`config.mk`:
```
export PLATFORM = sky130hd
export DESIGN_NAME = int_to_padded_decimal_text_unit
export DESIGN_NICKNAME = d
export VERILOG_FILES = /design/src/hdl/ipdt_pkg.sv /design/src/hdl/ipdt_datapath.sv /design/src/hdl/ipdt_ctrl.sv /design/src/hdl/int_to_padded_decimal_text_unit.sv
export VERILOG_INCLUDE_DIRS = /design/src /design/src/hdl
export SDC_FILE = /design/constraint.sdc
export NUM_CORES = 1
export LEC_CHECK = 0
export BUFFER_PORTS_ARGS = -buffer_cell sky130_fd_sc_hd__buf_2
export CAP_MARGIN = 20
export CORE_MARGIN = 2
export CORE_UTILIZATION = 45
export DETAILED_ROUTE_END_ITERATION = 8
export SLEW_MARGIN = 20
export SYNTH_ARGS = -nofsm -noshare
export SYNTH_HDL_FRONTEND = slang
export SYNTH_HIERARCHICAL = 1
export SYNTH_SLANG_ARGS = --single-unit
```
`constraint.sdc`:
```
create_clock -name clk -period 5.4 [get_ports clk]
set_input_delay 1.08 -clock clk [delete_from_list [all_inputs] [get_ports clk]]
set_output_delay 1.08 -clock clk [all_outputs]
set_load 0.01 [all_outputs]
```
`src/hdl/int_to_padded_decimal_text_unit_macros.svh`:
```
// Assertion macros shared by the decimal text unit modules.
// Each module that includes this file must have clk and rst_n in scope.
`ifndef INT_TO_PADDED_DECIMAL_TEXT_UNIT_MACROS_SVH
`define INT_TO_PADDED_DECIMAL_TEXT_UNIT_MACROS_SVH

`ifndef NO_ASSERTIONS

// Checked only while reset is released.
`define IPDT_ASSERT(lbl, prop, msg) \
  lbl: assert property (@(posedge clk) disable iff (!rst_n) prop) else $error(msg);

// Checked on every edge, reset included.
`define IPDT_ASSERT_ALWAYS(lbl, prop, msg) \
  lbl: assert property (@(posedge clk) prop) else $error(msg);

`else

`define IPDT_ASSERT(lbl, prop, msg)
`define IPDT_ASSERT_ALWAYS(lbl, prop, msg)

`endif

`endif

```
`src/hdl/ipdt_pkg.sv`:
```
// Shared types and constants for the integer to decimal text unit.
// Used by the controller, the datapath and the top level.
package ipdt_pkg;

  localparam int VALUE_W     = 64;
  localparam int FUNC_W      = 3;
  localparam int FW_W        = 6;
  localparam int CHAR_W      = 8;
  localparam int MAX_WIDTH   = 32;
  localparam int BCD_DIGITS  = 20;
  localparam int DIGIT_IDX_W = $clog2(BCD_DIGITS);
  localparam int NDIG_W      = $clog2(BCD_DIGITS + 1);
  localparam int REM_W       = $clog2(MAX_WIDTH + 1);
  localparam int STEP_W      = $clog2(VALUE_W);

  localparam logic [CHAR_W-1:0] CHAR_ZERO  = 8'h30;
  localparam logic [CHAR_W-1:0] CHAR_MINUS = 8'h2D;
  localparam logic [CHAR_W-1:0] CHAR_NUL   = 8'h00;
  localparam logic [CHAR_W-1:0] PAD_RESET  = 8'h20;

  // Operand size, taken from the upper two bits of the type code.
  localparam logic [1:0] SIZE_8  = 2'd0;
  localparam logic [1:0] SIZE_16 = 2'd1;
  localparam logic [1:0] SIZE_32 = 2'd2;
  localparam logic [1:0] SIZE_64 = 2'd3;

  typedef struct packed {
    logic load;
    logic conv_step;
    logic norm_sel;
    logic norm_step;
    logic emit_load;
  } ipdt_cmd_t;

  typedef struct packed {
    logic norm_done;
    logic last;
  } ipdt_status_t;

endpackage

```
`src/hdl/ipdt_datapath.sv`:
```
// Datapath: operand load, shift-and-add-3 binary to BCD conversion,
// digit count and the registered output character. Depends on ipdt_pkg.
`include "int_to_padded_decimal_text_unit_macros.svh"

module ipdt_datapath
  import ipdt_pkg::*;
(
  input  logic                clk,
  input  logic                rst_n,
  input  ipdt_cmd_t           cmd,
  output ipdt_status_t        status,
  input  logic [FUNC_W-1:0]   in_func,
  input  logic [VALUE_W-1:0]  in_value,
  input  logic [FW_W-1:0]     in_field_width,
  input  logic                cfg_wr_en,
  input  logic [CHAR_W-1:0]   cfg_wr_data,
  output logic [CHAR_W-1:0]   out_char_code,
  output logic                out_last
);

  logic [VALUE_W-1:0]     mag_r;
  logic [3:0]             bcd_r [BCD_DIGITS];
  logic                   neg_r;
  logic [NDIG_W-1:0]      ndig_r;
  logic [REM_W-1:0]       rem_r;
  logic [CHAR_W-1:0]      pad_r;
  logic [CHAR_W-1:0]      out_char_r;
  logic                   out_last_r;

  logic [VALUE_W-1:0]     mask;
  logic [VALUE_W-1:0]     raw_masked;
  logic                   sign_bit;
  logic [VALUE_W-1:0]     mag_in;
  logic [REM_W-1:0]       width_sat;
  logic [3:0]             adj [BCD_DIGITS];
  logic [REM_W-1:0]       pos;
  logic [DIGIT_IDX_W-1:0] rd_idx;
  logic [3:0]             rd_digit;
  logic [CHAR_W-1:0]      char_nxt;

  // Operand decode, two's complement magnitude and field width saturation.
  always_comb begin
    unique case (in_func[2:1])
      SIZE_8: begin
        mask     = VALUE_W'({8{1'b1}});
        sign_bit = in_value[7];
      end
      SIZE_16: begin
        mask     = VALUE_W'({16{1'b1}});
        sign_bit = in_value[15];
      end
      SIZE_32: begin
        mask     = VALUE_W'({32{1'b1}});
        sign_bit = in_value[31];
      end
      default: begin
        mask     = {VALUE_W{1'b1}};
        sign_bit = in_value[VALUE_W-1];
      end
    endcase
    raw_masked = in_value & mask;
    if (!in_func[0] && sign_bit) begin
      mag_in = ((~raw_masked) + VALUE_W'(1)) & mask;
    end else begin
      mag_in = raw_masked;
    end
    if (in_field_width > FW_W'(MAX_WIDTH)) begin
      width_sat = REM_W'(MAX_WIDTH);
    end else begin
      width_sat = REM_W'(in_field_width);
    end
  end

  always_comb begin
    for (int i = 0; i < BCD_DIGITS; i++) begin
      adj[i] = (bcd_r[i] >= 4'd5) ? (bcd_r[i] + 4'd3) : bcd_r[i];
    end
  end

  // One digit read port, shared by the digit count and the character output.
  assign pos      = rem_r - REM_W'(1);
  assign rd_idx   = cmd.norm_sel ? DIGIT_IDX_W'(ndig_r - NDIG_W'(1)) :
                                   pos[DIGIT_IDX_W-1:0];
  assign rd_digit = bcd_r[rd_idx];

  assign status.norm_done = (ndig_r == NDIG_W'(1)) || (rd_digit != 4'd0);
  assign status.last      = out_last_r;

  always_comb begin
    if (rem_r == REM_W'(0)) begin
      char_nxt = CHAR_NUL;
    end else if (pos < REM_W'(ndig_r)) begin
      char_nxt = CHAR_ZERO + CHAR_W'(rd_digit);
    end else if (neg_r && (pos == REM_W'(ndig_r))) begin
      char_nxt = CHAR_MINUS;
    end else begin
      char_nxt = pad_r;
    end
  end

  always_ff @(posedge clk) begin
    if (cmd.load) begin
      mag_r  <= mag_in;
      neg_r  <= !in_func[0] && sign_bit;
      ndig_r <= NDIG_W'(BCD_DIGITS);
      rem_r  <= width_sat;
      for (int i = 0; i < BCD_DIGITS; i++) begin
        bcd_r[i] <= 4'd0;
      end
    end else if (cmd.conv_step) begin
      mag_r <= {mag_r[VALUE_W-2:0], 1'b0};
      bcd_r[0] <= {adj[0][2:0], mag_r[VALUE_W-1]};
      for (int i = 1; i < BCD_DIGITS; i++) begin
        bcd_r[i] <= {adj[i][2:0], adj[i-1][3]};
      end
    end else if (cmd.norm_step) begin
      ndig_r <= ndig_r - NDIG_W'(1);
    end else if (cmd.emit_load && (rem_r != REM_W'(0))) begin
      rem_r <= rem_r - REM_W'(1);
    end
  end

  always_ff @(posedge clk) begin
    if (!rst_n) begin
      pad_r      <= PAD_RESET;
      out_char_r <= CHAR_NUL;
      out_last_r <= 1'b0;
    end else begin
      if (cfg_wr_en) begin
        pad_r <= cfg_wr_data;
      end
      if (cmd.emit_load) begin
        out_char_r <= char_nxt;
        out_last_r <= (rem_r == REM_W'(0));
      end
    end
  end

  assign out_char_code = out_char_r;
  assign out_last      = out_last_r;

  `IPDT_ASSERT_ALWAYS(a_last_is_nul, out_last_r |-> (out_char_r == CHAR_NUL), "terminator not NUL")
  `IPDT_ASSERT(a_norm_floor, cmd.norm_step |-> (ndig_r > NDIG_W'(1)), "digit count below one")

endmodule

```
`src/hdl/ipdt_ctrl.sv`:
```
// Controller state machine: sequences load, conversion, digit count and
// character output. Depends on ipdt_pkg.
`include "int_to_padded_decimal_text_unit_macros.svh"

module ipdt_ctrl
  import ipdt_pkg::*;
(
  input  logic         clk,
  input  logic         rst_n,
  input  logic         in_valid,
  output logic         in_stall,
  output logic         out_valid,
  input  logic         out_stall,
  output ipdt_cmd_t    cmd,
  input  ipdt_status_t status
);

  typedef enum logic [4:0] {
    ST_IDLE = 5'b00001,
    ST_CONV = 5'b00010,
    ST_NORM = 5'b00100,
    ST_PREP = 5'b01000,
    ST_EMIT = 5'b10000
  } state_t;

  localparam logic [STEP_W-1:0] LAST_STEP = STEP_W'(VALUE_W - 1);

  state_t            state_r, state_nxt;
  logic [STEP_W-1:0] step_cnt_r, step_cnt_nxt;

  always_comb begin
    state_nxt    = state_r;
    step_cnt_nxt = step_cnt_r;
    cmd          = '0;
    unique case (state_r)
      ST_IDLE: begin
        if (in_valid) begin
          cmd.load     = 1'b1;
          step_cnt_nxt = '0;
          state_nxt    = ST_CONV;
        end
      end
      ST_CONV: begin
        cmd.conv_step = 1'b1;
        step_cnt_nxt  = step_cnt_r + STEP_W'(1);
        if (step_cnt_r == LAST_STEP) begin
          state_nxt = ST_NORM;
        end
      end
      ST_NORM: begin
        cmd.norm_sel = 1'b1;
        if (status.norm_done) begin
          state_nxt = ST_PREP;
        end else begin
          cmd.norm_step = 1'b1;
        end
      end
      ST_PREP: begin
        cmd.emit_load = 1'b1;
        state_nxt     = ST_EMIT;
      end
      ST_EMIT: begin
        if (!out_stall) begin
          if (status.last) begin
            state_nxt = ST_IDLE;
          end else begin
            cmd.emit_load = 1'b1;
          end
        end
      end
      default: begin
        state_nxt = ST_IDLE;
      end
    endcase
  end

  always_ff @(posedge clk) begin
    if (!rst_n) begin
      state_r    <= ST_IDLE;
      step_cnt_r <= '0;
    end else begin
      state_r    <= state_nxt;
      step_cnt_r <= step_cnt_nxt;
    end
  end

  assign in_stall  = (state_r != ST_IDLE);
  assign out_valid = (state_r == ST_EMIT);

  `IPDT_ASSERT(a_one_item, out_valid |-> in_stall, "input taken while output busy")
  `IPDT_ASSERT(a_conv_len, ((state_r == ST_CONV) && (step_cnt_r == LAST_STEP)) |=> (state_r == ST_NORM), "conversion length wrong")
  `IPDT_ASSERT(a_emit_entry, $rose(out_valid) |-> $past(state_r == ST_PREP), "output without first character")

endmodule

```
`src/hdl/int_to_padded_decimal_text_unit.sv`:
```
// Top level of the integer to right-justified decimal text unit.
// Joins ipdt_ctrl and ipdt_datapath; depends on ipdt_pkg.
//
//   channel | direction | handshake             | payload
//   in      | input     | in_valid / in_stall   | in_func, in_value, in_field_width
//   out     | output    | out_valid / out_stall | out_char_code, out_last
//   cfg     | input     | cfg_wr_en             | cfg_wr_data (pad character)
//
// An item is loaded, converted in 64 steps of shift-and-add-3, then its
// significant digits (1 to 20) are counted, the first character is loaded
// and min(field_width, 32) + 1 output transfers follow.
// The 64-step conversion loop sets most of the time; one item is in work at a time.
// Reset sets the pad character to a space and returns the controller to idle.
// A stall on the output holds the character register and delays the item.
module int_to_padded_decimal_text_unit
  import ipdt_pkg::*;
(
  input  logic               clk,
  input  logic               rst_n,
  input  logic               in_valid,
  output logic               in_stall,
  input  logic [FUNC_W-1:0]  in_func,
  input  logic [VALUE_W-1:0] in_value,
  input  logic [FW_W-1:0]    in_field_width,
  output logic               out_valid,
  input  logic               out_stall,
  output logic [CHAR_W-1:0]  out_char_code,
  output logic               out_last,
  input  logic               cfg_wr_en,
  input  logic [CHAR_W-1:0]  cfg_wr_data
);

  ipdt_cmd_t    cmd;
  ipdt_status_t status;

  ipdt_ctrl u_ctrl (
    .clk       (clk),
    .rst_n     (rst_n),
    .in_valid  (in_valid),
    .in_stall  (in_stall),
    .out_valid (out_valid),
    .out_stall (out_stall),
    .cmd       (cmd),
    .status    (status)
  );

  ipdt_datapath u_datapath (
    .clk            (clk),
    .rst_n          (rst_n),
    .cmd            (cmd),
    .status         (status),
    .in_func        (in_func),
    .in_value       (in_value),
    .in_field_width (in_field_width),
    .cfg_wr_en      (cfg_wr_en),
    .cfg_wr_data    (cfg_wr_data),
    .out_char_code  (out_char_code),
    .out_last       (out_last)
  );

endmodule
```
# ---- After elaboration in Yosys (flattened, before gate mapping)
# Memory sizes are Yosys's and may differ from the RTL's.
# Cells that the tools add are included.
dict set report word_totals {
  regBits 104
  mem_bits_rw 80
  inputBits 86
  output_inout_bits 11
  elab_cells 190
  memories 1
}
# name depth word_bits read_ports rd_ports_with_merged_regs write_ports line_no
set mem_list {}
lappend mem_list {u_datapath.bcd_r 20 4 21 0 20 ipdt_datapath.sv:22} ;# logic [3:0] bcd_r [BCD_DIGITS];
dict set report op_classes {
  add_sub_neg 25
  order_cmp 22
  n_eq_ne 18
  mux 75
  bitwise 24
  reduce_logical 16
}
# cell count
set op_table {}
lappend op_table {{2-to-1 mux 64 bit} 3}
lappend op_table {{case mux 64 bit (3 select lines)} 1}
lappend op_table {{2-to-1 mux 4 bit} 39}
lappend op_table {{bitwise AND 64 bit} 2}
lappend op_table {{>= comparator 4 x 3 -> 1 bit, second input constant} 20}
lappend op_table {{adder 4 x 2 -> 4 bit, second input constant} 19}
lappend op_table {{adder 64 x 1 -> 64 bit, second input constant} 1}
lappend op_table {{inverter 64 bit} 1}
lappend op_table {{2-to-1 mux 6 bit} 6}
lappend op_table {{2-to-1 mux 5 bit} 6}
lappend op_table {{case mux 5 bit (5 select lines)} 1}
lappend op_table {{2-to-1 mux 8 bit} 3}
lappend op_table {{OR 1 bit} 20}
lappend op_table {{case mux 6 bit (2 select lines)} 1}
lappend op_table {{2-to-1 mux 1 bit} 11}
lappend op_table {{equality test 5 x 1 -> 1 bit, second input constant} 2}
lappend op_table {{inequality test 2 x 1 -> 1 bit, second input constant} 4}
lappend op_table {{adder 6 x 4 -> 7 bit, first input constant} 1}
lappend op_table {{adder 6 x 1 -> 6 bit, second input constant} 1}
lappend op_table {{equality test 6 x 5 -> 1 bit} 1}
lappend op_table {{equality test 6 bit, second input constant} 1}
lappend op_table {{> comparator 6 bit, second input constant} 1}
lappend op_table {{zero test 6 bit} 1}
lappend op_table {{less-than comparator 6 x 5 -> 1 bit} 1}
lappend op_table {{26 further kinds} 33}

# ---- Logic depth before layout (Yosys ltp)
# Gate-level depths: netlist of run 1.
dict set report logic_depth {
  depth_mapped 19
  mapped_depth_nobuf 14
}

# ---- Modules after synthesis
# Netlist of run 1, hierarchy kept.
# module n_inst cells_each area_per_inst_um2 seq_area_each_um2
set by_module_without_submodules {}
lappend by_module_without_submodules {ipdt_datapath 1 1166 11167.0 4974.8}
lappend by_module_without_submodules {ipdt_ctrl 1 79 648.1 220.2}

# ---- Worst setup path after synthesis of run 1
# Ideal clock, no wire load.
dict set report synth_path {
  path_kind {register to register}
  from {register u_ctrl.state_r[4]}
  to {register u_datapath.ndig_r[4]}
  arrival_ns 4.184
  t_required_ns 5.273
  slack_ns 1.089
  stages_incl_launch_ff 17
  path_buffers 3
  cell_sequence {dfxtp_1 or3_1 nor2_1 buf_4 buf_6 mux2i_4 mux4_1 mux2i_1 or3_1 o211ai_2 a41o_1 or4b_1 nor3_1 nor2b_1 clkbuf_1 a21oi_1 or3_1}
}
# element line_no
set synth_rtl {}
lappend synth_rtl {{start, declared} ipdt_ctrl.sv:28} ;# state_t state_r, state_nxt;
lappend synth_rtl {{start signal, assigned} ipdt_ctrl.sv:82} ;# state_r <= state_nxt;
lappend synth_rtl {{end signal, assigned} ipdt_datapath.sv:105} ;# ndig_r <= NDIG_W'(BCD_DIGITS);
lappend synth_rtl {{end signal, assigned} ipdt_datapath.sv:117} ;# ndig_r <= ndig_r - NDIG_W'(1);
lappend synth_rtl {{end, declared} ipdt_datapath.sv:24} ;# logic [NDIG_W-1:0] ndig_r;

==> results of run 1 <==
[sequential cells by signal, indices dropped and copies added (netlist names)]
register,cells
u_datapath/neg_r,1
u_datapath/out_char_code,8
u_datapath/pad_r,8
u_datapath/out_last,1
u_ctrl/step_cnt_r,6
u_ctrl/state_r,5
u_datapath/ndig_r,5
u_datapath/rem_r,6
u_datapath/mag_r,64
u_datapath/bcd_r,80
[layout make-up]
| class | count | share of cell area [%] |
|---|---|---|
| well taps | 335 | 3.173 |
| multi-input cells | 891 | 45.11 |
| clock inverters | 12 | 1.023 |
| repair buffers | 112 | 4.546 |
| inverters | 118 | 3.362 |
| flip-flops and latches | 184 | 39.32 |
| clock buffers | 20 | 3.466 |
[Yosys cell counts, drive strengths merged (7+ instances only)]
library cell and count:
mux4 13, or3 12, xnor2 66, and3 7
o22ai 60, nor4 17, dfxtp 33, xor2 42
a21oi 101, o41ai 10, a31oi 14, nor2 133
nor2b 19, buf 12, o21ai 57, ha 50
inv 117, nor3b 7, a211oi 8, nand2b 31
nand3 14, nor3 27, nand2 85, clkbuf 40
edfxtp 151, o211ai 12, mux2i 23, o31ai 15
[kinds of logic after synthesis]
| kind of cell | count (synthesis) |
|---|---|
| adder cells (fa/ha/maj) | 50 |
| buffers and inverters | 170 |
| AO/OA/AOI/OAI | 316 |
| flip-flops | 184 |
| XOR/XNOR | 108 |
| AND/OR/NAND/NOR | 379 |
| multiplexers | 38 |
[power breakdown]
part / internal [mW] / switching [mW]
logic: 0.316 / 0.444
clock network: 0.718 / 0.566
registers: 1.69 / 0.0844
total: 2.72 / 1.09
[final timing paths]
check / start / endpoint / cells past startpoint
setup / recovery: u_ctrl/state_r[4] / u_datapath/ndig_r[4] / 14
hold / removal: u_datapath/out_char_code[4] / u_datapath/out_char_code[4] / 2
hold reg to reg: u_datapath/out_char_code[4] / u_datapath/out_char_code[4] / 2
setup reg to reg: u_ctrl/state_r[4] / u_datapath/ndig_r[4] / 14
[critical path: stages (launching register included)]
cell,delay (ns)
dfxtp_1,0.41
or3_1,0.45
nor2_1,0.13
buf_4,0.20
mux2i_4,0.39
buf_4,0.38
mux4_2,0.55
nand2_1,0.10
o211ai_2,0.11
a41o_1,0.21
or4b_1,0.59
nor3_1,0.33
nor2b_1,0.53
a21oi_1,0.13
or3_1,0.31
[layer usage]
layer  vias up  routed length [um]  track usage (%)  share of wire (%)
met2       264               12960            32.60                 47
li1       4653                   -                -                  -
met4         0                 408            5.066                1.5
met1      4478               13100            29.19                 47
met5         -                   0                0                  0
met3        30                1363            3.456                4.9
==> flow_results.xml, run 1 <==
<?xml version="1.0" encoding="UTF-8"?>
<metrics>
  <group name="placement">
    <metric name="place_inst" unit="">1640</metric>
    <metric name="place.gp.congestion" unit="">0.8745</metric>
    <metric name="pre_cts_slack" unit="ns">0.5431</metric>
    <metric name="port_buffers" unit="">96</metric>
    <metric name="place.detailed.hpwl" unit="um">19800</metric>
    <metric name="placedInstanceArea" unit="um2">12620</metric>
  </group>
  <group name="clock_tree">
    <metric name="h_tree_levels" unit="">4</metric>
    <metric name="clock_tree_from_tritoncts" unit="">built</metric>
    <metric name="cts_inserted_buffers" unit="">17</metric>
    <metric name="max-clock-path-buffers" unit="">2</metric>
    <metric name="root_buffer" unit="">clkbuf_16</metric>
    <metric name="postCtsSetupBuffers" unit="">0</metric>
    <metric name="cts_resized" unit="">0</metric>
    <metric name="cts.sink_count" unit="">184</metric>
    <metric name="worstSkewPairLatency" unit="ns">0.43</metric>
    <metric name="cts.hold.buffers_added" unit="">0</metric>
    <metric name="cts.reportedPaths.clkPinSlew" unit="ns">0.08</metric>
  </group>
  <group name="logic_synthesis">
    <metric name="post_synth.cell_area_avg" unit="um2">9.490</metric>
    <metric name="synth_top_cells_by_area" unit="">edfxtp_1, dfxtp_1, ha_1</metric>
    <metric name="share_of_the_synthesized_area_in_the_top_cell_type" unit="%">38.38</metric>
    <metric name="syn-num-nets" unit="">1381</metric>
    <metric name="netlist.top_cell.by_area" unit="">edfxtp_1</metric>
    <metric name="synth_async_sr_flop_share" unit="%">0</metric>
    <metric name="synth-xor-area-share" unit="%">8.006</metric>
    <metric name="synth_top_family_by_area" unit="">compound AO/OA/AOI/OAI gates</metric>
    <metric name="syn-instance-count" unit="">1245</metric>
    <metric name="synth_warnings" unit="">6</metric>
    <metric name="ys_dominant_reg_cell" unit="">edfxtp_1</metric>
    <metric name="ys_seq_elements" unit="">184</metric>
    <metric name="synth-simple-area-share" unit="%">15.42</metric>
    <metric name="synth_compound_area_share" unit="%">16.70</metric>
    <metric name="synth.yosys.seq_area_share" unit="%">43.97</metric>
    <metric name="synth.distinct_cells" unit="">72</metric>
    <metric name="synthMuxAreaShare" unit="%">4.924</metric>
    <metric name="netlist_area" unit="um2">11820</metric>
    <metric name="yosys.area_share.adder" unit="%">5.295</metric>
    <metric name="synth_enable_flop_cells" unit="">151</metric>
  </group>
  <group name="layout">
    <metric name="final-seq-area" unit="um2">5195</metric>
    <metric name="nNetsFinal" unit="">1460</metric>
    <metric name="fin_cells" unit="">1672</metric>
    <metric name="layout.filler_cells" unit="">2384</metric>
    <metric name="final_area" unit="um2">13210</metric>
    <metric name="layout.cells.most_common_list" unit="">edfxtp_1, nor2_1, inv_1</metric>
    <metric name="layout_commonest_cell" unit="">edfxtp_1</metric>
    <metric name="area_overhead_of_the_layout_relative_to_synthesis" unit="%">11.82</metric>
    <metric name="multiInputGateArea" unit="um2">5959</metric>
    <metric name="utilization" unit="%">50.99</metric>
    <metric name="drive_gt1_share" unit="%">12.86</metric>
    <metric name="antenna_cells_inserted" unit="">0</metric>
  </group>
  <group name="global_route">
    <metric name="grt_start_max_net_pins" unit="">81</metric>
    <metric name="grt_pass1_vias" unit="">9035</metric>
    <metric name="grt_overflow" unit="">0</metric>
    <metric name="antenna_found_initial" unit="">0</metric>
    <metric name="grt_usage" unit="%">20.47</metric>
    <metric name="grt_pass1_wl" unit="um">46490</metric>
  </group>
  <group name="floorplanning">
    <metric name="fp.coreArea" unit="um2">25910</metric>
    <metric name="fp.dieH" unit="um">166.0</metric>
    <metric name="design.portCount" unit="">97</metric>
    <metric name="rows" unit="">59</metric>
    <metric name="fp.dieW" unit="um">166.0</metric>
    <metric name="floorplan.initialDensity" unit="%">45.60</metric>
    <metric name="design.die.area" unit="um2">27570</metric>
  </group>
  <group name="sta">
    <metric name="max_freq" unit="MHz">203.4</metric>
    <metric name="max_slew_vio_count" unit="">0</metric>
    <metric name="layout_min_cycle_time" unit="ns">4.916</metric>
    <metric name="worst-slew-pin-transition" unit="ns">1.042</metric>
    <metric name="unrepaired_setup_endpoints_after_global_routing" unit="">false</metric>
    <metric name="clk_skew" unit="ns">0.01134</metric>
    <metric name="fin_crit_sh" unit="%">91.04</metric>
    <metric name="hold_viol_final" unit="">0</metric>
    <metric name="fin_ws" unit="ns">0.4839</metric>
    <metric name="headroom_to_the_max_slew_limit" unit="%">30.52</metric>
    <metric name="setup_tns" unit="ns">0</metric>
    <metric name="finalSetupViolations" unit="">0</metric>
    <metric name="worst_hold_slack" unit="ns">0.4693</metric>
  </group>
  <group name="detailed_routing">
    <metric name="antenna_left" unit="">0</metric>
    <metric name="route.detailed.vias_per_inst" unit="">5.637</metric>
    <metric name="route.final.wire_length" unit="um">27830</metric>
    <metric name="number_of_detailed_route_iterations_in_the_first_pass" unit="">6</metric>
    <metric name="drtIter0Drc" unit="">908</metric>
    <metric name="route.vias.total" unit="">9425</metric>
    <metric name="routed_wl_per_cell" unit="um">16.64</metric>
    <metric name="number_of_remaining_drc_errors" unit="">0</metric>
  </group>
  <group name="power_and_ir_drop">
    <metric name="ir_worst_vdd" unit="uV">213.1</metric>
    <metric name="static-leakage-power" unit="nW">5.072</metric>
    <metric name="finalPower" unit="mW">3.814</metric>
    <metric name="power_per_cell_area" unit="nW/um2">288.7</metric>
  </group>
  <group name="status">
    <metric name="status" unit="">completed</metric>
  </group>
  <group name="setup_path">
    <metric name="setup.worst_path.class" unit="">reg2reg</metric>
    <metric name="required" unit="ns">5.72</metric>
    <metric name="critPathCaptureType" unit="">flop</metric>
    <metric name="critPathArrivalTime" unit="ns">5.23</metric>
    <metric name="regToRegSetupSlack" unit="ns">0.48</metric>
    <metric name="startpoint_type" unit="">flop</metric>
    <metric name="worst-path-max-fanout" unit="">29</metric>
  </group>
  <group name="flow_run">
    <metric name="maxCapViolations" unit="">0</metric>
  </group>
  <group name="min_path">
    <metric name="holdCritPathClass" unit="">reg2reg</metric>
  </group>
</metrics>
Power figures use the tool's default switching activity.
==> run 2: changes to the inputs <==
- CELL_PAD_IN_SITES_DETAIL_PLACEMENT: unset -> 0
- CELL_PAD_IN_SITES_GLOBAL_PLACEMENT: unset -> 1
- CTS_CLUSTER_SIZE: unset -> 14
- PLACE_DENSITY_LB_ADDON: unset -> 0.1
==> flow_results.xml, run 2 (same netlist as run 1, synthesis figures left out) <==
<?xml version="1.0" encoding="UTF-8"?>
<metrics>
  <group name="flow_run">
    <metric name="maxCapViolations" unit="">0</metric>
  </group>
  <group name="min_path">
    <metric name="holdCritPathClass" unit="">reg2reg</metric>
    <metric name="min_from" unit="">u_datapath/out_char_code[4]</metric>
  </group>
  <group name="global_route">
    <metric name="met3_capacity_usage_during_global_routing" unit="%">3.265</metric>
    <metric name="antenna_found_initial" unit="">2</metric>
    <metric name="grt_overflow" unit="">0</metric>
    <metric name="grt_pass1_wl" unit="um">46730</metric>
    <metric name="grt_start_max_net_pins" unit="">90</metric>
    <metric name="layer_with_the_highest_usage_after_global_routing" unit="">met2</metric>
    <metric name="use_met2" unit="%">31.59</metric>
    <metric name="use_met1" unit="%">30.98</metric>
    <metric name="grt_usage" unit="%">20.69</metric>
    <metric name="grt_pass1_vias" unit="">8859</metric>
  </group>
  <group name="layout">
    <metric name="layout_commonest_cell" unit="">edfxtp_1</metric>
    <metric name="fin_cells" unit="">1673</metric>
    <metric name="area_overhead_of_the_layout_relative_to_synthesis" unit="%">11.48</metric>
    <metric name="final_area" unit="um2">13170</metric>
    <metric name="drive_gt1_share" unit="%">12.80</metric>
    <metric name="layout.cells.most_common_list" unit="">edfxtp_1, nor2_1, inv_1</metric>
    <metric name="nNetsFinal" unit="">1460</metric>
    <metric name="reg_top3" unit="">u_datapath/bcd_r: 80 flops, u_datapath/mag_r: 64 flops</metric>
    <metric name="largest_register_ffs" unit="">80</metric>
    <metric name="layout.filler_cells" unit="">2441</metric>
    <metric name="largest_register" unit="">u_datapath/bcd_r</metric>
  </group>
  <group name="floorplanning">
    <metric name="design.die.area" unit="um2">27570</metric>
    <metric name="fp.coreArea" unit="um2">25910</metric>
    <metric name="fp.dieH" unit="um">166.0</metric>
    <metric name="design.portCount" unit="">97</metric>
    <metric name="rows" unit="">59</metric>
    <metric name="floorplan.initialDensity" unit="%">45.60</metric>
    <metric name="fp.dieW" unit="um">166.0</metric>
  </group>
  <group name="sta">
    <metric name="unrepaired_setup_endpoints_after_global_routing" unit="">false</metric>
    <metric name="fin_crit_sh" unit="%">92.07</metric>
    <metric name="clk_skew" unit="ns">0.01349</metric>
    <metric name="fin_ws" unit="ns">0.4283</metric>
    <metric name="headroom_to_the_max_slew_limit" unit="%">36.54</metric>
    <metric name="hold_viol_final" unit="">0</metric>
    <metric name="max_slew_vio_count" unit="">0</metric>
    <metric name="finalSetupViolations" unit="">0</metric>
    <metric name="worst-slew-pin-transition" unit="ns">0.9255</metric>
    <metric name="layout_min_cycle_time" unit="ns">4.972</metric>
    <metric name="setup_tns" unit="ns">0</metric>
    <metric name="max_freq" unit="MHz">201.1</metric>
  </group>
  <group name="clock_tree">
    <metric name="max-clock-path-buffers" unit="">2</metric>
    <metric name="root_buffer" unit="">clkbuf_16</metric>
    <metric name="cts.hold.buffers_added" unit="">0</metric>
    <metric name="worstSkewPairLatency" unit="ns">0.43</metric>
    <metric name="h_tree_levels" unit="">4</metric>
    <metric name="postCtsSetupBuffers" unit="">0</metric>
    <metric name="cts.sink_count" unit="">184</metric>
    <metric name="clock_tree_from_tritoncts" unit="">built</metric>
    <metric name="cts_inserted_buffers" unit="">17</metric>
    <metric name="cts.reportedPaths.clkPinSlew" unit="ns">0.07</metric>
    <metric name="cts_resized" unit="">0</metric>
  </group>
  <group name="detailed_routing">
    <metric name="number_of_remaining_drc_errors" unit="">0</metric>
    <metric name="drtIter0Drc" unit="">729</metric>
    <metric name="route.final.wire_length" unit="um">28820</metric>
    <metric name="number_of_detailed_route_iterations_in_the_first_pass" unit="">5</metric>
    <metric name="route.vias.total" unit="">9338</metric>
    <metric name="route.detailed.vias_per_inst" unit="">5.582</metric>
    <metric name="routed_wl_per_cell" unit="um">17.23</metric>
    <metric name="antenna_left" unit="">0</metric>
  </group>
  <group name="power_and_ir_drop">
    <metric name="static-leakage-power" unit="nW">5.045</metric>
    <metric name="ir_worst_vdd" unit="uV">167.3</metric>
    <metric name="finalPower" unit="mW">3.723</metric>
    <metric name="power_per_cell_area" unit="nW/um2">282.7</metric>
  </group>
  <group name="setup_path">
    <metric name="r2r-start" unit="">u_ctrl/state_r[4]</metric>
    <metric name="required" unit="ns">5.72</metric>
    <metric name="critPathCaptureType" unit="">flop</metric>
    <metric name="endpoint_of_the_worst_setup_timing_path" unit="">u_datapath/ndig_r[4]</metric>
    <metric name="setup.worst_path.class" unit="">reg2reg</metric>
    <metric name="worst-path-max-fanout" unit="">27</metric>
    <metric name="critPathArrivalTime" unit="ns">5.29</metric>
    <metric name="worst_r2r_path_depth" unit="">13</metric>
    <metric name="crit-reg2reg-capture" unit="">u_datapath/ndig_r[4]</metric>
    <metric name="regToRegSetupSlack" unit="ns">0.43</metric>
    <metric name="startpoint_type" unit="">flop</metric>
    <metric name="critical_path.startpoint" unit="">u_ctrl/state_r[4]</metric>
  </group>
  <group name="placement">
    <metric name="place.detailed.hpwl" unit="um">20560</metric>
    <metric name="placedInstanceArea" unit="um2">12620</metric>
    <metric name="place.gp.congestion" unit="">0.8500</metric>
    <metric name="port_buffers" unit="">96</metric>
    <metric name="place_inst" unit="">1639</metric>
    <metric name="pre_cts_slack" unit="ns">0.2799</metric>
  </group>
  <group name="status">
    <metric name="status" unit="">completed</metric>
  </group>
</metrics>
## run 2: cell types whose count changed in the layout (fill, tap and decap cells not counted), moves of 2 or more
cell       change
clkinv_1       +2
inv_6          +2
inv_4          -2
clkinv_2       -2
inv_8          +2
diode_2        +2
clkbuf_1       -2
bufinv_16      -2
## run 2: worst max-delay path, cell delays in order, from the launching register on
cell      delay, ns
dfxtp_1        0.40
or3_1          0.44
nor2_1         0.49
mux2i_4        0.50
buf_4          0.37
mux4_2         0.56
nand2_1        0.09
o211ai_2       0.11
a41o_1         0.21
or4b_1         0.58
nor3_1         0.32
nor2b_2        0.38
a21oi_1        0.10
or3_1          0.30
## run 2: worst min path at each step
stage / endpoint / cells past startpoint
6_report: u_datapath/out_char_code[4] / 2
5_1_grt: u_datapath/pad_r[5] / 2
4_1_cts: u_datapath/out_char_code[4] / 2
3_5_place_dp: u_datapath/pad_r[5] / 2
3_3_place_gp: u_datapath/pad_r[5] / 2
2_1_floorplan: u_datapath/pad_r[5] / 2
## run 2: routing by layer
metal  wire length (um)  vias to the layer above  part of all wire, %
met2              12860                      193                   45
met4                319                        0                  1.1
met1              14530                     4474                   50
met5                  0                        -                    0
li1                   -                     4646                    -
met3               1111                       25                  3.9
## run 2: power breakdown
part	internal [mW]	switching (mW)	leakage, nW
Sequential	1.69	0.0842	1.75
Combinational	0.317	0.450	3.03
Clock	0.601	0.586	0.265
## run 2: cell type report
| type | instances | area (um2) | area share, % |
|---|---|---|---|
| multi-input combinational | 891 | 5956 | 45.22 |
| sequential | 184 | 5195 | 39.44 |
| inverter | 118 | 444.2 | 3.372 |
| timing repair buffer | 112 | 613.1 | 4.655 |
| clock buffer | 17 | 425.4 | 3.230 |
| tap | 335 | 419.2 | 3.182 |
| antenna | 2 | 5.005 | 0.03800 |
| clock inverter | 14 | 113.9 | 0.8644 |
## run 2: stage by stage
step	utilization, %	hold slack [ns]
2_1_floorplan	-	0.4417
3_3_place_gp	48.69	0.4575
5_1_grt	50.83	0.4934
4_1_cts	50.78	0.4758
6_report	50.83	0.4726
3_5_place_dp	48.69	0.4621
==> run 3: changes to the inputs <==
- BUFFER_PORTS_ARGS: -buffer_cell sky130_fd_sc_hd__buf_2 -> -buffer_cell sky130_fd_sc_hd__buf_4
==> flow_results.xml, run 3 (same netlist as run 1, synthesis figures left out) <==
<?xml version="1.0" encoding="UTF-8"?>
<metrics>
  <group name="status">
    <metric name="status" unit="">completed</metric>
  </group>
  <group name="setup_path">
    <metric name="required" unit="ns">5.71</metric>
    <metric name="worst_r2r_path_depth" unit="">13</metric>
    <metric name="worst-path-max-fanout" unit="">27</metric>
    <metric name="crit-reg2reg-capture" unit="">u_datapath/ndig_r[4]</metric>
    <metric name="setup.worst_path.class" unit="">reg2reg</metric>
    <metric name="r2r-start" unit="">u_ctrl/state_r[4]</metric>
    <metric name="startpoint_type" unit="">flop</metric>
    <metric name="crit_top_cell" unit="">or3_1</metric>
    <metric name="critPathArrivalTime" unit="ns">5.29</metric>
    <metric name="regToRegSetupSlack" unit="ns">0.43</metric>
    <metric name="critPathCaptureType" unit="">flop</metric>
    <metric name="crit_path_top_delay_cell" unit="">or4b_1</metric>
    <metric name="cp_cell_sequence" unit="">or3_1, nor2_1, mux2i_4, buf_4, mux4_2, nand2_1, o211ai_2, a41o_1, or4b_1, nor3_1, nor2b_2, a21oi_1, or3_1</metric>
    <metric name="worst_path_largest_cell_delay" unit="ns">0.57</metric>
  </group>
  <group name="sta">
    <metric name="clk_skew" unit="ns">0.01737</metric>
    <metric name="headroom_to_the_max_slew_limit" unit="%">31.20</metric>
    <metric name="finalSetupViolations" unit="">0</metric>
    <metric name="worst-slew-pin-transition" unit="ns">1.032</metric>
    <metric name="max_freq" unit="MHz">201.1</metric>
    <metric name="unrepaired_setup_endpoints_after_global_routing" unit="">false</metric>
    <metric name="hold_viol_final" unit="">0</metric>
    <metric name="setup_tns" unit="ns">0</metric>
    <metric name="layout_min_cycle_time" unit="ns">4.973</metric>
    <metric name="fin_ws" unit="ns">0.4273</metric>
    <metric name="fin_crit_sh" unit="%">92.09</metric>
    <metric name="max_slew_vio_count" unit="">0</metric>
  </group>
  <group name="layout">
    <metric name="reg_top3" unit="">u_datapath/bcd_r: 80 flops, u_datapath/mag_r: 64 flops</metric>
    <metric name="layout.filler_cells" unit="">2450</metric>
    <metric name="nNetsFinal" unit="">1459</metric>
    <metric name="utilization" unit="%">52.02</metric>
    <metric name="largest_register" unit="">u_datapath/bcd_r</metric>
    <metric name="final_area" unit="um2">13480</metric>
    <metric name="fin_cells" unit="">1672</metric>
    <metric name="area_overhead_of_the_layout_relative_to_synthesis" unit="%">14.08</metric>
    <metric name="drive_gt1_share" unit="%">12.95</metric>
    <metric name="layout.cells.most_common_list" unit="">edfxtp_1, nor2_1, inv_1</metric>
    <metric name="layout_commonest_cell" unit="">edfxtp_1</metric>
    <metric name="largest_register_ffs" unit="">80</metric>
  </group>
  <group name="power_and_ir_drop">
    <metric name="netSwitchingPower" unit="mW">1.132</metric>
    <metric name="static-leakage-power" unit="nW">5.151</metric>
    <metric name="power_per_cell_area" unit="nW/um2">285.5</metric>
    <metric name="ir_worst_vdd" unit="uV">178.2</metric>
    <metric name="sw_share" unit="%">29.41</metric>
    <metric name="share_seq_of_total_power" unit="%">45.9</metric>
    <metric name="combinational_share_of_power" unit="%">20.5</metric>
    <metric name="power_frac_clock" unit="%">33.6</metric>
    <metric name="internal_power" unit="mW">2.716</metric>
  </group>
  <group name="detailed_routing">
    <metric name="number_of_detailed_route_iterations_in_the_first_pass" unit="">5</metric>
    <metric name="antenna_left" unit="">0</metric>
    <metric name="drtIter0Drc" unit="">616</metric>
    <metric name="number_of_remaining_drc_errors" unit="">0</metric>
    <metric name="routed_wl_per_cell" unit="um">17.22</metric>
    <metric name="route.final.wire_length" unit="um">28790</metric>
    <metric name="route.detailed.vias_per_inst" unit="">5.560</metric>
    <metric name="route.vias.total" unit="">9296</metric>
  </group>
  <group name="flow_run">
    <metric name="maxCapViolations" unit="">0</metric>
  </group>
  <group name="placement">
    <metric name="place.gp.congestion" unit="">0.8647</metric>
    <metric name="place_inst" unit="">1639</metric>
    <metric name="port_buffers" unit="">96</metric>
    <metric name="placedInstanceArea" unit="um2">12860</metric>
    <metric name="pre_cts_slack" unit="ns">0.2760</metric>
    <metric name="place.detailed.hpwl" unit="um">20510</metric>
  </group>
  <group name="global_route">
    <metric name="grt_overflow" unit="">0</metric>
    <metric name="grt_start_max_net_pins" unit="">69</metric>
    <metric name="grt_usage" unit="%">20.95</metric>
    <metric name="grt_pass1_wl" unit="um">47180</metric>
    <metric name="grt_pass1_vias" unit="">8909</metric>
    <metric name="antenna_found_initial" unit="">1</metric>
  </group>
  <group name="floorplanning">
    <metric name="rows" unit="">59</metric>
    <metric name="fp.dieW" unit="um">166.0</metric>
    <metric name="fp.coreArea" unit="um2">25910</metric>
    <metric name="floorplan.initialDensity" unit="%">45.60</metric>
    <metric name="design.portCount" unit="">97</metric>
    <metric name="fp.dieH" unit="um">166.0</metric>
    <metric name="design.die.area" unit="um2">27570</metric>
  </group>
  <group name="min_path">
    <metric name="worst_hold_path_endpoint" unit="">u_datapath/out_char_code[5]</metric>
    <metric name="worst_hold_path.num_cells" unit="">2</metric>
    <metric name="min_from" unit="">u_datapath/out_char_code[5]</metric>
    <metric name="holdCritPathClass" unit="">reg2reg</metric>
  </group>
  <group name="clock_tree">
    <metric name="clock_tree_from_tritoncts" unit="">built</metric>
    <metric name="root_buffer" unit="">clkbuf_16</metric>
    <metric name="cts.sink_count" unit="">184</metric>
    <metric name="h_tree_levels" unit="">4</metric>
    <metric name="worstSkewPairLatency" unit="ns">0.44</metric>
    <metric name="postCtsSetupBuffers" unit="">0</metric>
    <metric name="cts.reportedPaths.clkPinSlew" unit="ns">0.07</metric>
    <metric name="max-clock-path-buffers" unit="">2</metric>
    <metric name="cts_inserted_buffers" unit="">17</metric>
  </group>
</metrics>
## run 3: cell types whose count changed in the layout (fill, tap and decap cells not counted), sizes merged
cell / previous run / this run
clkbuf: 17 / 20
clkinv: 6 / 5
buf: 112 / 111
inv: 125 / 124
diode: 2 / 1
## run 3: layer usage
metal	vias up	GRT usage [%]	share of wire, %
met1	4409	30.81	50
met2	213	32.26	44
li1	4648	-	-
met4	0	5.520	1.5
met5	-	0	0
met3	26	3.384	4.2
## run 3: timing repair
item | CTS | global route
setup endpoints to repair | 0 | 2
hold buffers | 0 | 0
resized for setup | 0 | 1
## run 3: worst max-delay path, delay by kind of cell, from the launching register on
kind | cells | cell delay [ns]
AO/OA/AOI/OAI | 3 | 0.42
buffers and inverters | 1 | 0.37
flip-flops | 1 | 0.39
multiplexers | 2 | 1.07
AND/OR/NAND/NOR | 7 | 2.58
## run 3: stage by stage
step | hold WS (ns) | total power, mW
2_1_floorplan | 0.4417 | 2.342
3_3_place_gp | 0.4554 | 2.574
3_5_place_dp | 0.4664 | 2.584
4_1_cts | 0.4768 | 3.894
5_1_grt | 0.5134 | 4.055
6_report | 0.4757 | 3.848
## run 3: power by group through the flow
stage	sequential [mW]	clock, mW	combinational [mW]
6_report	1.77	1.29	0.787
5_1_grt	1.78	1.39	0.884
4_1_cts	1.77	1.34	0.791
3_5_place_dp	1.80	0	0.786
3_3_place_gp	1.80	0	0.774
2_1_floorplan	1.77	0	0.572
## run 3: cell type report
class	count	area [um2]	area share (%)
antenna	1	2.502	0.01856
tap	335	419.2	3.110
inverter	118	444.2	3.295
sequential	184	5195	38.54
clock buffer	20	500.5	3.713
timing repair buffer	111	845.8	6.275
clock inverter	12	116.4	0.8633
multi-input combinational	891	5956	44.18
## run 3: worst max path at each step
stage                            from                    to  slack, ns  cells after the start
global route        u_ctrl/state_r[4]  u_datapath/ndig_r[4]       0.07                     13
global placement    u_ctrl/state_r[4]  u_datapath/ndig_r[4]       0.39                     13
finish              u_ctrl/state_r[4]  u_datapath/ndig_r[4]       0.43                     13
CTS                 u_ctrl/state_r[4]  u_datapath/ndig_r[4]       0.25                     13
detailed placement  u_ctrl/state_r[4]  u_datapath/ndig_r[4]       0.28                     13
floorplan           u_ctrl/state_r[4]  u_datapath/ndig_r[4]       1.09                     16
